<file path="src/hw/rtl/tlm_pkg.sv">
// tremolo lfo modulator: shared widths, register indexes and sequencer states
// no dependencies; imported by the channel interfaces and the top level
`default_nettype none

package tlm_pkg;

  // sample and phase counter widths
  localparam int SAMPLE_WIDTH = 24;
  localparam int COUNT_WIDTH  = 16;

  // configuration port
  localparam int CFG_IDX_W  = 8;
  localparam int CFG_DATA_W = 32;

  localparam logic [CFG_IDX_W-1:0] REG_WAVE  = 8'd0;
  localparam logic [CFG_IDX_W-1:0] REG_HALF  = 8'd1;
  localparam logic [CFG_IDX_W-1:0] REG_COEF  = 8'd2;
  localparam logic [CFG_IDX_W-1:0] REG_SEED  = 8'd3;
  localparam logic [CFG_IDX_W-1:0] REG_STEP  = 8'd4;
  localparam logic [CFG_IDX_W-1:0] REG_DRY   = 8'd5;
  localparam logic [CFG_IDX_W-1:0] REG_WET   = 8'd6;
  localparam logic [CFG_IDX_W-1:0] REG_DEPTH = 8'd7;

  // datapath widths
  localparam int MOD_W   = 35;                 // oscillator modulation, clamped to +-2^33
  localparam int GAIN_W  = 23;                 // per-sample gain, Q.17
  localparam int WET_W   = SAMPLE_WIDTH + 6;   // wet gain times sample, rounded
  localparam int ACC_W   = SAMPLE_WIDTH + 10;  // output sum before saturation
  localparam int MUL_A_W = (SAMPLE_WIDTH + 6 > MOD_W) ? SAMPLE_WIDTH + 6 : MOD_W;
  localparam int MUL_B_W = 33;
  localparam int PROD_W  = MUL_A_W + MUL_B_W;

  // sequencer states
  typedef enum logic [8:0] {
    S_IDLE  = 9'b000000001,
    S_SEED  = 9'b000000010,
    S_SEEDW = 9'b000000100,
    S_OSC   = 9'b000001000,
    S_WETM  = 9'b000010000,
    S_MODM  = 9'b000100000,
    S_DRYM  = 9'b001000000,
    S_WGM   = 9'b010000000,
    S_DONE  = 9'b100000000
  } tlm_state_t;

endpackage

`default_nettype wire

</file>
<file path="src/hw/rtl/tlm_in_if.sv">
// tremolo lfo modulator: input sample channel
// depends on tlm_pkg for the sample width
`default_nettype none

interface tlm_in_if;
  import tlm_pkg::*;

  logic                           valid;
  logic                           ready;
  logic signed [SAMPLE_WIDTH-1:0] sample_in;

  modport source (output valid, output sample_in, input ready);
  modport sink   (input valid, input sample_in, output ready);
endinterface

`default_nettype wire

</file>
<file path="src/hw/rtl/tlm_out_if.sv">
// tremolo lfo modulator: result sample channel
// depends on tlm_pkg for the sample width
`default_nettype none

interface tlm_out_if;
  import tlm_pkg::*;

  logic                           valid;
  logic                           ready;
  logic signed [SAMPLE_WIDTH-1:0] sample_out;

  modport source (output valid, output sample_out, input ready);
  modport sink   (input valid, input sample_out, output ready);
endinterface

`default_nettype wire

</file>
<file path="src/hw/rtl/tlm_cfg_if.sv">
// tremolo lfo modulator: configuration write channel
// depends on tlm_pkg for index and data widths
`default_nettype none

interface tlm_cfg_if;
  import tlm_pkg::*;

  logic                  valid;
  logic                  ready;
  logic [CFG_IDX_W-1:0]  index;
  logic [CFG_DATA_W-1:0] data;

  modport source (output valid, output index, output data, input ready);
  modport sink   (input valid, input index, input data, output ready);
endinterface

`default_nettype wire

</file>
<file path="src/hw/rtl/tremolo_lfo_modulator_unit.sv">
// Tremolo amplitude modulator: one signed sample word in, one modulated sample word out.
// Channels: in_if (sample_in), out_if (sample_out), both valid/ready; cfg_if writes
// register <index> with <data> (0 waveform, 1 half cycle, 2 coef, 3 seed, 4 tri step,
// 5 dry gain, 6 wet gain, 7 depth; higher indexes are dropped). cfg_if.ready is always
// high; writes to registers 0 to 4 restart the oscillator phase.
// Timing: one 68-bit product multiplier is shared by every product of a sample and a
// small one-hot sequencer steps through them, one product per cycle. A word accepted
// in idle passes through the oscillator, wet, modulation, dry and wet-gain steps and
// a final step; its result shows on out_if in the same cycle that in_if is ready again,
// so a new word is taken only after the last one is through. The first sine sample
// after reset, after a restart or after the end of a half cycle first reloads the
// oscillator from its seed, which costs one multiply and one write-back step.
// in_if is ready only while the sequencer is idle. The result sits in an output
// register; a new word is still taken while it waits, and the sequencer holds its
// last step until out_if takes the earlier result.
// Reset (synchronous, rst_n low) loads the register defaults, restarts the phase and
// empties the output register; no clearing pass follows.
`default_nettype none

module tremolo_lfo_modulator_unit (
  input  logic                clk,
  input  logic                rst_n,
  tlm_in_if.sink              in_if,
  tlm_out_if.source           out_if,
  tlm_cfg_if.sink             cfg_if
);
  import tlm_pkg::*;

  localparam logic signed [MOD_W-1:0] MOD_ONE = MOD_W'(64'sd1 <<< 30);
  localparam logic signed [MOD_W-1:0] MOD_MAX = MOD_W'(64'sd1 <<< 33);
  localparam logic signed [PROD_W-1:0] RND15 = PROD_W'(64'sd1 <<< 15);
  localparam logic signed [PROD_W-1:0] RND16 = PROD_W'(64'sd1 <<< 16);
  localparam logic signed [PROD_W-1:0] RND29 = PROD_W'(64'sd1 <<< 29);

  // configuration registers
  logic                   cfg_wave_r;
  logic [15:0]            cfg_half_r;
  logic signed [31:0]     cfg_coef_r;
  logic signed [30:0]     cfg_seed_r;
  logic [24:0]            cfg_step_r;
  logic [19:0]            cfg_dry_r;
  logic [19:0]            cfg_wet_r;
  logic [16:0]            cfg_depth_r;

  // oscillator state
  logic signed [31:0]     osc_prev_r;
  logic signed [31:0]     osc_cur_r;
  logic [COUNT_WIDTH-1:0] tri_count_r;
  logic [COUNT_WIDTH-1:0] half_count_r;
  logic                   first_half_r;
  logic                   reseed_r;

  // sequencer and datapath registers
  tlm_state_t                 state_r;
  logic signed [SAMPLE_WIDTH-1:0] x_r;
  logic signed [PROD_W-1:0]   prod_r;
  logic signed [MOD_W-1:0]    mod_r;
  logic signed [GAIN_W-1:0]   gain_r;
  logic signed [WET_W-1:0]    wet_part_r;
  logic signed [WET_W-1:0]    dry_part_r;
  logic                       fh_used_r;
  logic                       half_end_r;
  logic                       out_valid_r;
  logic signed [SAMPLE_WIDTH-1:0] out_data_r;

  logic                       sine;
  logic                       in_acc;
  logic                       cfg_acc;
  logic                       out_free;

  logic signed [MUL_A_W-1:0]  mul_a;
  logic signed [MUL_B_W-1:0]  mul_b;
  logic                       mul_en;

  logic signed [PROD_W-1:0]   p_rnd30;
  logic signed [PROD_W-1:0]   p_seed_wide;
  logic signed [PROD_W-1:0]   p_y_wide;
  logic signed [31:0]         seed_prev;
  logic signed [31:0]         y_sat;
  logic signed [MOD_W-1:0]    mod_nxt;
  logic signed [PROD_W-1:0]   p_flr30;
  logic signed [PROD_W-1:0]   p_rnd16;
  logic signed [PROD_W-1:0]   p_rnd17;
  logic signed [ACC_W-1:0]    acc;
  logic signed [SAMPLE_WIDTH-1:0] acc_sat;

  logic [16:0]                depth_d;
  logic [17:0]                multi;
  logic [17:0]                shift;

  logic [COUNT_WIDTH-1:0]     hc_inc;
  logic                       half_end;

  assign sine     = (cfg_wave_r == 1'b0);
  assign in_acc   = in_if.valid && in_if.ready;
  assign cfg_acc  = cfg_if.valid && cfg_if.ready;
  assign out_free = !out_valid_r || out_if.ready;

  assign in_if.ready       = (state_r == S_IDLE);
  assign cfg_if.ready      = 1'b1;
  assign out_if.valid      = out_valid_r;
  assign out_if.sample_out = out_data_r;

  // depth to multi and shift, Q.17
  always_comb begin
    depth_d = (cfg_depth_r > 17'd65536) ? 17'd65536 : cfg_depth_r;
    if (sine) begin
      multi = 18'd65536 - 18'(depth_d);
      shift = 18'd65536 + 18'(depth_d);
    end else begin
      multi = 18'((18'd65536 - 18'(depth_d)) << 1);
      shift = 18'(18'(depth_d) << 1);
    end
  end

  // half cycle end detect
  assign hc_inc   = half_count_r + 1'b1;
  assign half_end = (hc_inc == COUNT_WIDTH'(cfg_half_r));

  // shared multiplier operand select
  always_comb begin
    mul_a  = '0;
    mul_b  = '0;
    mul_en = 1'b0;
    case (state_r)
      S_SEED: begin
        mul_a  = MUL_A_W'(cfg_seed_r);
        mul_b  = MUL_B_W'(cfg_coef_r);
        mul_en = 1'b1;
      end
      S_OSC: begin
        if (sine) begin
          mul_a = MUL_A_W'(osc_cur_r);
          mul_b = MUL_B_W'(cfg_coef_r);
        end else begin
          mul_a = MUL_A_W'(tri_count_r);
          mul_b = MUL_B_W'(cfg_step_r);
        end
        mul_en = 1'b1;
      end
      S_WETM: begin
        mul_a  = MUL_A_W'(cfg_wet_r);
        mul_b  = MUL_B_W'(x_r);
        mul_en = 1'b1;
      end
      S_MODM: begin
        mul_a  = MUL_A_W'(mod_r);
        mul_b  = MUL_B_W'(multi);
        mul_en = 1'b1;
      end
      S_DRYM: begin
        mul_a  = MUL_A_W'(cfg_dry_r);
        mul_b  = MUL_B_W'(x_r);
        mul_en = 1'b1;
      end
      S_WGM: begin
        mul_a  = MUL_A_W'(wet_part_r);
        mul_b  = MUL_B_W'(gain_r);
        mul_en = 1'b1;
      end
      default: begin
        mul_en = 1'b0;
      end
    endcase
  end

  // post-product rounding, oscillator and saturation logic
  always_comb begin
    p_rnd30     = (prod_r + RND29) >>> 30;
    p_seed_wide = p_rnd30;
    p_y_wide    = p_rnd30 - PROD_W'(osc_prev_r);

    // saturate to 32-bit signed
    if (&p_seed_wide[PROD_W-1:31] || ~|p_seed_wide[PROD_W-1:31]) begin
      seed_prev = p_seed_wide[31:0];
    end else begin
      seed_prev = p_seed_wide[PROD_W-1] ? 32'sh8000_0000 : 32'sh7FFF_FFFF;
    end
    if (&p_y_wide[PROD_W-1:31] || ~|p_y_wide[PROD_W-1:31]) begin
      y_sat = p_y_wide[31:0];
    end else begin
      y_sat = p_y_wide[PROD_W-1] ? 32'sh8000_0000 : 32'sh7FFF_FFFF;
    end

    // modulation value, Q5.30; a triangle product of 2^27 or more clamps to 2^33
    if (sine) begin
      mod_nxt = fh_used_r ? MOD_ONE + MOD_W'(y_sat) : MOD_ONE - MOD_W'(y_sat);
    end else if (|prod_r[PROD_W-1:27]) begin
      mod_nxt = MOD_MAX;
    end else begin
      mod_nxt = MOD_W'({prod_r[26:0], 6'b000000});
    end

    p_flr30 = prod_r >>> 30;
    p_rnd16 = (prod_r + RND15) >>> 16;
    p_rnd17 = (prod_r + RND16) >>> 17;

    // final sum and output saturation
    acc = ACC_W'(dry_part_r) + ACC_W'(p_rnd17);
    if (&acc[ACC_W-1:SAMPLE_WIDTH-1] || ~|acc[ACC_W-1:SAMPLE_WIDTH-1]) begin
      acc_sat = acc[SAMPLE_WIDTH-1:0];
    end else begin
      acc_sat = acc[ACC_W-1] ? {1'b1, {(SAMPLE_WIDTH-1){1'b0}}}
                             : {1'b0, {(SAMPLE_WIDTH-1){1'b1}}};
    end
  end

  // shared multiplier product register
  always_ff @(posedge clk) begin
    if (mul_en) begin
      prod_r <= mul_a * mul_b;
    end
  end

  // datapath registers
  always_ff @(posedge clk) begin
    if (in_acc) begin
      x_r <= in_if.sample_in;
    end
    case (state_r)
      S_WETM:  mod_r      <= mod_nxt;
      S_MODM:  wet_part_r <= WET_W'(p_rnd16);
      S_DRYM:  gain_r     <= GAIN_W'(p_flr30) + GAIN_W'(shift);
      S_WGM:   dry_part_r <= WET_W'(p_rnd16);
      default: begin
      end
    endcase
    if (state_r == S_OSC) begin
      fh_used_r  <= first_half_r;
      half_end_r <= half_end;
    end
  end

  // sine oscillator samples
  always_ff @(posedge clk) begin
    if (state_r == S_SEEDW) begin
      osc_prev_r <= seed_prev;
      osc_cur_r  <= 32'(cfg_seed_r);
    end else if (state_r == S_WETM && sine) begin
      osc_prev_r <= osc_cur_r;
      osc_cur_r  <= y_sat;
    end
  end

  // sequencer and phase counters
  always_ff @(posedge clk) begin
    if (!rst_n) begin
      state_r      <= S_IDLE;
      tri_count_r  <= '0;
      half_count_r <= '0;
      first_half_r <= 1'b1;
      reseed_r     <= 1'b1;
      out_valid_r  <= 1'b0;
    end else begin
      // result valid: raised by the final step, dropped once taken
      if (state_r == S_DONE && out_free) begin
        out_valid_r <= 1'b1;
      end else if (out_if.ready) begin
        out_valid_r <= 1'b0;
      end
      case (state_r)
        S_IDLE: begin
          if (in_acc) begin
            state_r <= (sine && reseed_r) ? S_SEED : S_OSC;
          end
        end
        S_SEED: state_r <= S_SEEDW;
        S_SEEDW: begin
          reseed_r <= 1'b0;
          state_r  <= S_OSC;
        end
        S_OSC: begin
          if (!sine) begin
            tri_count_r <= first_half_r ? tri_count_r + 1'b1 : tri_count_r - 1'b1;
          end
          half_count_r <= half_end ? '0 : hc_inc;
          if (half_end) begin
            first_half_r <= !first_half_r;
          end
          state_r <= S_WETM;
        end
        S_WETM: begin
          if (sine && half_end_r) begin
            reseed_r <= 1'b1;
          end
          state_r <= S_MODM;
        end
        S_MODM: state_r <= S_DRYM;
        S_DRYM: state_r <= S_WGM;
        S_WGM:  state_r <= S_DONE;
        S_DONE: begin
          if (out_free) begin
            state_r <= S_IDLE;
          end
        end
        default: state_r <= S_IDLE;
      endcase
      // phase restart on oscillator register writes
      if (cfg_acc && cfg_if.index <= REG_STEP) begin
        tri_count_r  <= '0;
        half_count_r <= '0;
        first_half_r <= 1'b1;
        reseed_r     <= 1'b1;
      end
    end
  end

  // result register
  always_ff @(posedge clk) begin
    if (state_r == S_DONE && out_free) begin
      out_data_r <= acc_sat;
    end
  end

  // configuration registers
  always_ff @(posedge clk) begin
    if (!rst_n) begin
      cfg_wave_r  <= 1'b0;
      cfg_half_r  <= 16'd1000;
      cfg_coef_r  <= 32'sh7FFF_FFFF;
      cfg_seed_r  <= '0;
      cfg_step_r  <= 25'd16777;
      cfg_dry_r   <= 20'd65536;
      cfg_wet_r   <= 20'd65536;
      cfg_depth_r <= 17'd32768;
    end else if (cfg_acc) begin
      case (cfg_if.index)
        REG_WAVE:  cfg_wave_r  <= cfg_if.data[0];
        REG_HALF:  cfg_half_r  <= cfg_if.data[15:0];
        REG_COEF:  cfg_coef_r  <= cfg_if.data[31:0];
        REG_SEED:  cfg_seed_r  <= cfg_if.data[30:0];
        REG_STEP:  cfg_step_r  <= cfg_if.data[24:0];
        REG_DRY:   cfg_dry_r   <= cfg_if.data[19:0];
        REG_WET:   cfg_wet_r   <= cfg_if.data[19:0];
        REG_DEPTH: cfg_depth_r <= cfg_if.data[16:0];
        default: begin
        end
      endcase
    end
  end

`ifndef SYNTH
  // a taken word keeps the input closed for the next cycle
  a_busy_after_accept: assert property (@(posedge clk) disable iff (!rst_n)
    in_acc |=> !in_if.ready)
    else $error("input taken again right after an accept");

  // a result only appears after the last sequencer step
  a_result_from_done: assert property (@(posedge clk) disable iff (!rst_n)
    $rose(out_valid_r) |-> $past(state_r == S_DONE))
    else $error("result word raised outside the final step");

  // the sine step never runs on an oscillator that still needs its seed
  a_seeded_before_step: assert property (@(posedge clk) disable iff (!rst_n)
    (state_r == S_OSC && sine) |-> !reseed_r)
    else $error("sine step with stale oscillator state");

  // the final step does not overwrite a result that was not taken
  a_no_result_overrun: assert property (@(posedge clk) disable iff (!rst_n)
    (out_valid_r && !out_if.ready) |=> (out_valid_r && $stable(out_data_r)))
    else $error("pending result lost");
`endif

endmodule

`default_nettype wire

</file>
<file path="src/flat_wrapper.sv">
// flat-port wrapper written by rule: the top's interface ports become plain ports
module tremolo_lfo_modulator_unit_flat import tlm_pkg::*;
  (clk, rst_n, in_if_valid, in_if_sample_in, in_if_ready, out_if_valid, out_if_sample_out, out_if_ready, cfg_if_valid, cfg_if_index, cfg_if_data, cfg_if_ready);
  tlm_in_if in_if_i ();
  tlm_out_if out_if_i ();
  tlm_cfg_if cfg_if_i ();
  input  logic clk;
  input  logic rst_n;
  input wire logic [$bits(in_if_i.valid)-1:0] in_if_valid;
  input wire logic [$bits(in_if_i.sample_in)-1:0] in_if_sample_in;
  output wire logic [$bits(in_if_i.ready)-1:0] in_if_ready;
  output wire logic [$bits(out_if_i.valid)-1:0] out_if_valid;
  output wire logic [$bits(out_if_i.sample_out)-1:0] out_if_sample_out;
  input wire logic [$bits(out_if_i.ready)-1:0] out_if_ready;
  input wire logic [$bits(cfg_if_i.valid)-1:0] cfg_if_valid;
  input wire logic [$bits(cfg_if_i.index)-1:0] cfg_if_index;
  input wire logic [$bits(cfg_if_i.data)-1:0] cfg_if_data;
  output wire logic [$bits(cfg_if_i.ready)-1:0] cfg_if_ready;
  assign in_if_i.valid = in_if_valid;
  assign in_if_i.sample_in = in_if_sample_in;
  assign in_if_ready = in_if_i.ready;
  assign out_if_valid = out_if_i.valid;
  assign out_if_sample_out = out_if_i.sample_out;
  assign out_if_i.ready = out_if_ready;
  assign cfg_if_i.valid = cfg_if_valid;
  assign cfg_if_i.index = cfg_if_index;
  assign cfg_if_i.data = cfg_if_data;
  assign cfg_if_ready = cfg_if_i.ready;
  tremolo_lfo_modulator_unit u_core (.clk(clk), .rst_n(rst_n), .in_if(in_if_i), .out_if(out_if_i), .cfg_if(cfg_if_i));
endmodule
</file>
<file path="config.mk">
export PLATFORM = sky130hd
export DESIGN_NAME = tremolo_lfo_modulator_unit_flat
export DESIGN_NICKNAME = d
export VERILOG_FILES = /design/src/hw/rtl/tlm_pkg.sv /design/src/hw/rtl/tlm_in_if.sv /design/src/hw/rtl/tlm_out_if.sv /design/src/hw/rtl/tlm_cfg_if.sv /design/src/hw/rtl/tremolo_lfo_modulator_unit.sv /design/src/flat_wrapper.sv
export SDC_FILE = /design/constraint.sdc
export NUM_CORES = 2
export LEC_CHECK = 0
export BUFFER_PORTS_ARGS = -buffer_cell sky130_fd_sc_hd__buf_2
export CORE_AREA = 10 10 375 377
export CTS_CLUSTER_DIAMETER = 80
export DETAILED_ROUTE_END_ITERATION = 10
export DIE_AREA = 0 0 385 387
export GPL_TIMING_DRIVEN = 0
export HOLD_SLACK_MARGIN = 0.05
export PLACE_DENSITY_LB_ADDON = 0.25
export SETUP_SLACK_MARGIN = 0.1
export SYNTH_ARGS = -nofsm -noshare
export SYNTH_HDL_FRONTEND = slang
export SYNTH_SLANG_ARGS = --single-unit
</file>
<file path="constraint.sdc">
create_clock -name clk -period 10.6 [get_ports clk]
set_clock_uncertainty 0.05 [all_clocks]
set_input_delay 0.53 -clock clk [delete_from_list [all_inputs] [get_ports clk]]
set_output_delay 0.53 -clock clk [all_outputs]
set_load 0.05 [all_outputs]
</file>
==> run metrics <==
status finished with violations; violations in the final reports negative setup slack; post-detailed-route wirelength per cell 30.0 µm; number of cells on the worst hold path 3; Net Count, Synth between 9000 and 10000; number of buffers created by CTS 60; Net Switching 1210 µW; CP dominant cell by count sky130_fd_sc_hd__fa_1; power density over the cells 57.8 nW/µm²; Reg clk slew, reported paths approximately 0.060 ns; initial core utilization about half; drt initial violations slightly below 7000; initial antenna violation count 19; startpoint of the most critical setup path u_core.cfg_depth_r[13]; Synth Area per Inst 8.95 µm²; final clock period utilization by the worst path 107%; Crit Path Class register to register; proportion of layout cells with a drive suffix above 1 ~11%; first-pass GRT wire length about 420000 µm; count of flip-flops with a built-in enable after synthesis 300; Synth area leader sky130_fd_sc_hd__fa_1; Crit path largest cell delay about 0.70 ns; Die Area 149000 µm²; floorplan die height approximately 390 µm; dominant combinational cell family by area after synthesis adder cells; number of levels in the clock H-tree 2; Worst VDD drop around 0.00014 V; Top-Level Pins between 90 and 100; area growth from synthesis to layout 14.0%; synthesized-area fraction occupied by adder cells 41.3%; Critical Path Slowest Stage Cell sky130_fd_sc_hd__fa_2; final number of max-transition violations 0; highest attainable clock frequency around 90 MHz; launch point of the worst reg-to-reg path u_core.cfg_depth_r[13]; Residual DRC 0; clock power share about 46%; post-synthesis sequential area ratio 19.1%; pin count of the biggest net entering global routing 47; classification of the worst-slack hold path input pin to register; standard-cell row count 134; number of maximum-capacitance constraint violations 0; vias in the first global route just under 60000; mapped cell area 68800 µm²; dpl ws -5.03 ns; net switching fraction of the power 26.6%; CTS tree yes; worst setup margin -0.750 ns; die span in x about 390 µm; clock net sink count between 500 and 600; XOR/XNOR share of the synthesized area approximately 4.2%; Internal Pwr Total about 3300 µW; worst setup slack for register-to-register paths -0.75 ns; Port Buffer Count 93; startpoint of the lowest-slack hold path cfg_if_data[31]; synthesized-area fraction occupied by ao, oa, aoi and oai cells just over 10%; sum of negative setup slack -5.53 ns; number of vias per cell approximately 6.0; gr ovfl total 0; Post-Synthesis Cells roughly 7700; post-synthesis cell type count between 80 and 90; setup repair after global routing missed its margin true; max_slew headroom around an eighth; startpoint type of the worst setup path register; largest fanout of any net on the critical path 5; global routing usage summed across all routing layers 39.3%; maximum buffer depth of the clock tree 3; Post-DP HPWL roughly 250000 µm; number of warnings issued by yosys 0; arrival time at the worst endpoint approximately 12 ns; Pleak between 0.03 and 0.04 µW; Final setup violation count 13; element type at the critical path end register; mux cell area share after synthesis less than 1%; Critical R2R Capture u_core.prod_r[66]; worst hold slack across all endpoints between 0.1 and 0.15 ns; post-synthesis async set-or-reset flop share 0%; ys flop type sky130_fd_sc_hd__edfxtp_1; area share of the leading cell type in the synthesized netlist between 30% and 40%; Least-Margin Pin Slew 1.30 ns; residual antenna-violating net count after detailed routing 0; part of the total power dissipated in combinational logic under 10%; wire length reported by the detailed router approximately 300000 µm; Std-Cell Core Area between 100000 and 150000 µm²; CP Data Required Time around 11 ns; TritonRoute pass-1 iters 7; number of hold violations in the final report 0; largest cells by area after synthesis sky130_fd_sc_hd__fa_1 (35%), sky130_fd_sc_hd__edfxtp_1 (13%), sky130_fd_sc_hd__inv_1 (7.2%); via count around 60000; synthesized-area fraction occupied by and/or/nand/nor cells approximately 15%; Hold Path Sink u_core.cfg_coef_r[31]; dpl cells approximately 9600; flops & latches, synth approximately 510; clock latency at the later pin of the worst-skew pair 0.69 ns; proportion of power drawn by flip-flops and latches between 40% and 50%; clock tree root buffer cell sky130_fd_sc_hd__clkbuf_16; fin cells around 10000; shortest period the worst path allows around 11 ns; RePlAce Congestion between 1 and 1.5; net count of the finished layout slightly below 10000; path depth of the worst reg2reg path 42
[flip-flops by register name, summed over array words and instances, names as in the netlist, 24 cells and up]
| name | cells |
|---|---|
| u_core.dry_part_r | 30 |
| u_core.cfg_step_r | 25 |
| u_core.cfg_seed_r | 31 |
| u_core.prod_r | 68 |
| u_core.mod_r | 35 |
| u_core.wet_part_r | 30 |
| u_core.osc_cur_r | 32 |
| u_core.cfg_coef_r | 32 |
| u_core.out_if.sample_out | 24 |
| u_core.osc_prev_r | 32 |
| u_core.x_r | 24 |
[cell usage in the layout, fill, tap and decap left out, drive strengths merged, types with 21 or more instances in the layout]
cell / count
a211oi: 23
a21boi: 127
a21o: 86
a21oi: 294
a221o: 43
a221oi: 34
a22oi: 28
a31oi: 57
and2: 35
and3: 40
buf: 331
clkbuf: 414
clkinv: 25
dfxtp: 206
dlygate4sd3: 24
edfxtp: 300
fa: 1211
ha: 334
inv: 1314
mux2i: 36
nand2: 1307
nand2b: 37
nand3: 117
nand4: 40
nor2: 708
nor3: 50
nor4: 26
o211ai: 21
o21a: 31
o21ai: 163
o21bai: 39
or3: 22
xnor2: 207
xor2: 121
[synth_stat cells (all sizes together) (21+ instances only)]
cell type  number
and3           40
clkbuf        376
nor4           26
o21bai         39
ha            334
o21ai         163
xnor2         207
and2           35
or3            22
mux2i          36
nand4          40
o21a           31
a21o           86
a211oi         23
a31oi          57
buf            39
xor2          121
a21boi        127
nand3         117
fa           1211
nor2          708
inv          1312
o211ai         21
a22oi          28
a21oi         294
nand2b         37
a221o          43
nor3           50
nand2        1307
edfxtp        300
a221oi         34
dfxtp         206
[critical path: cells and delay by family (launching register included)]
family,cells,cell delay [ns]
buf+inv,13,1.66
simple gates,10,1.45
fa+ha+maj,10,4.91
flops,1,0.36
xor+xnor,1,0.47
compound gates,8,2.10
[power by group through the flow]
stage / combinational [µW] / sequential, µW / clock (µW)
floorplan: 120 / 2130 / 0
global placement: 270 / 2140 / 0
detailed placement: 280 / 2140 / 0
CTS: 316 / 2090 / 2100
global route: 341 / 2090 / 2170
finish: 339 / 2090 / 2100
[per-stage QoR]
step | power, µW | util, % | area [µm²]
after global routing | 4610 | 59.0 | 78400
after detailed placement | 2420 | 54.3 | 72200
after floorplan | 2250 | - | 68800
after CTS | 4510 | 58.3 | 77500
after global placement | 2410 | 53.8 | 71500
final | 4530 | 59.0 | 78400
[cell type report]
cell class              count  area [µm²]
clock inverters            37         329
diodes                      7        17.5
repair buffers            298        2600
inverters                1313        4940
fillers                 11800       54500
clock buffers              77        1640
multi-input cells        5452       51100
well taps                1768        2210
plain buffers             396        2470
flip-flops and latches    506       13100
[what timing repair did]
action                                 4_1_cts  5_1_grt
endpoints found under the hold margin       24        0
setup buffers                               93       44
hold buffers                                24        0
pin swaps                                   97      103
setup endpoints to repair                   81       44
resized for setup                          640      203
gates cloned                                 3        0
[worst max path at each step]
stage / cells past startpoint / slack, ns / end
finish: 42 / -0.75 / u_core.prod_r[66]
global route: 38 / -0.97 / u_core.prod_r[62]
CTS: 44 / -0.62 / u_core.prod_r[67]
detailed placement: 38 / -5.03 / u_core.prod_r[67]
global placement: 39 / -6.47 / u_core.prod_r[64]
floorplan: 41 / 0.12 / u_core.prod_r[67]
[cells by family (layout without fill, tap and decap cells)]
family,count (synthesis),in the layout
simple gates,2472,2472
buf+inv,1728,2121
fa+ha+maj,1545,1545
compound gates,1065,1065
flops,506,506
xor+xnor,328,328
mux,41,41
other cells,1,8
[metal layers]
layer	vias up	GRT usage, %	wire length [µm]
li1	24900	-	-
met1	30000	50.6	110000
met2	3295	59.6	130000
met3	751	9.92	33100
met4	10	23.1	22500
met5	-	0	77
Note: power is estimated with default switching activity, not from simulation.
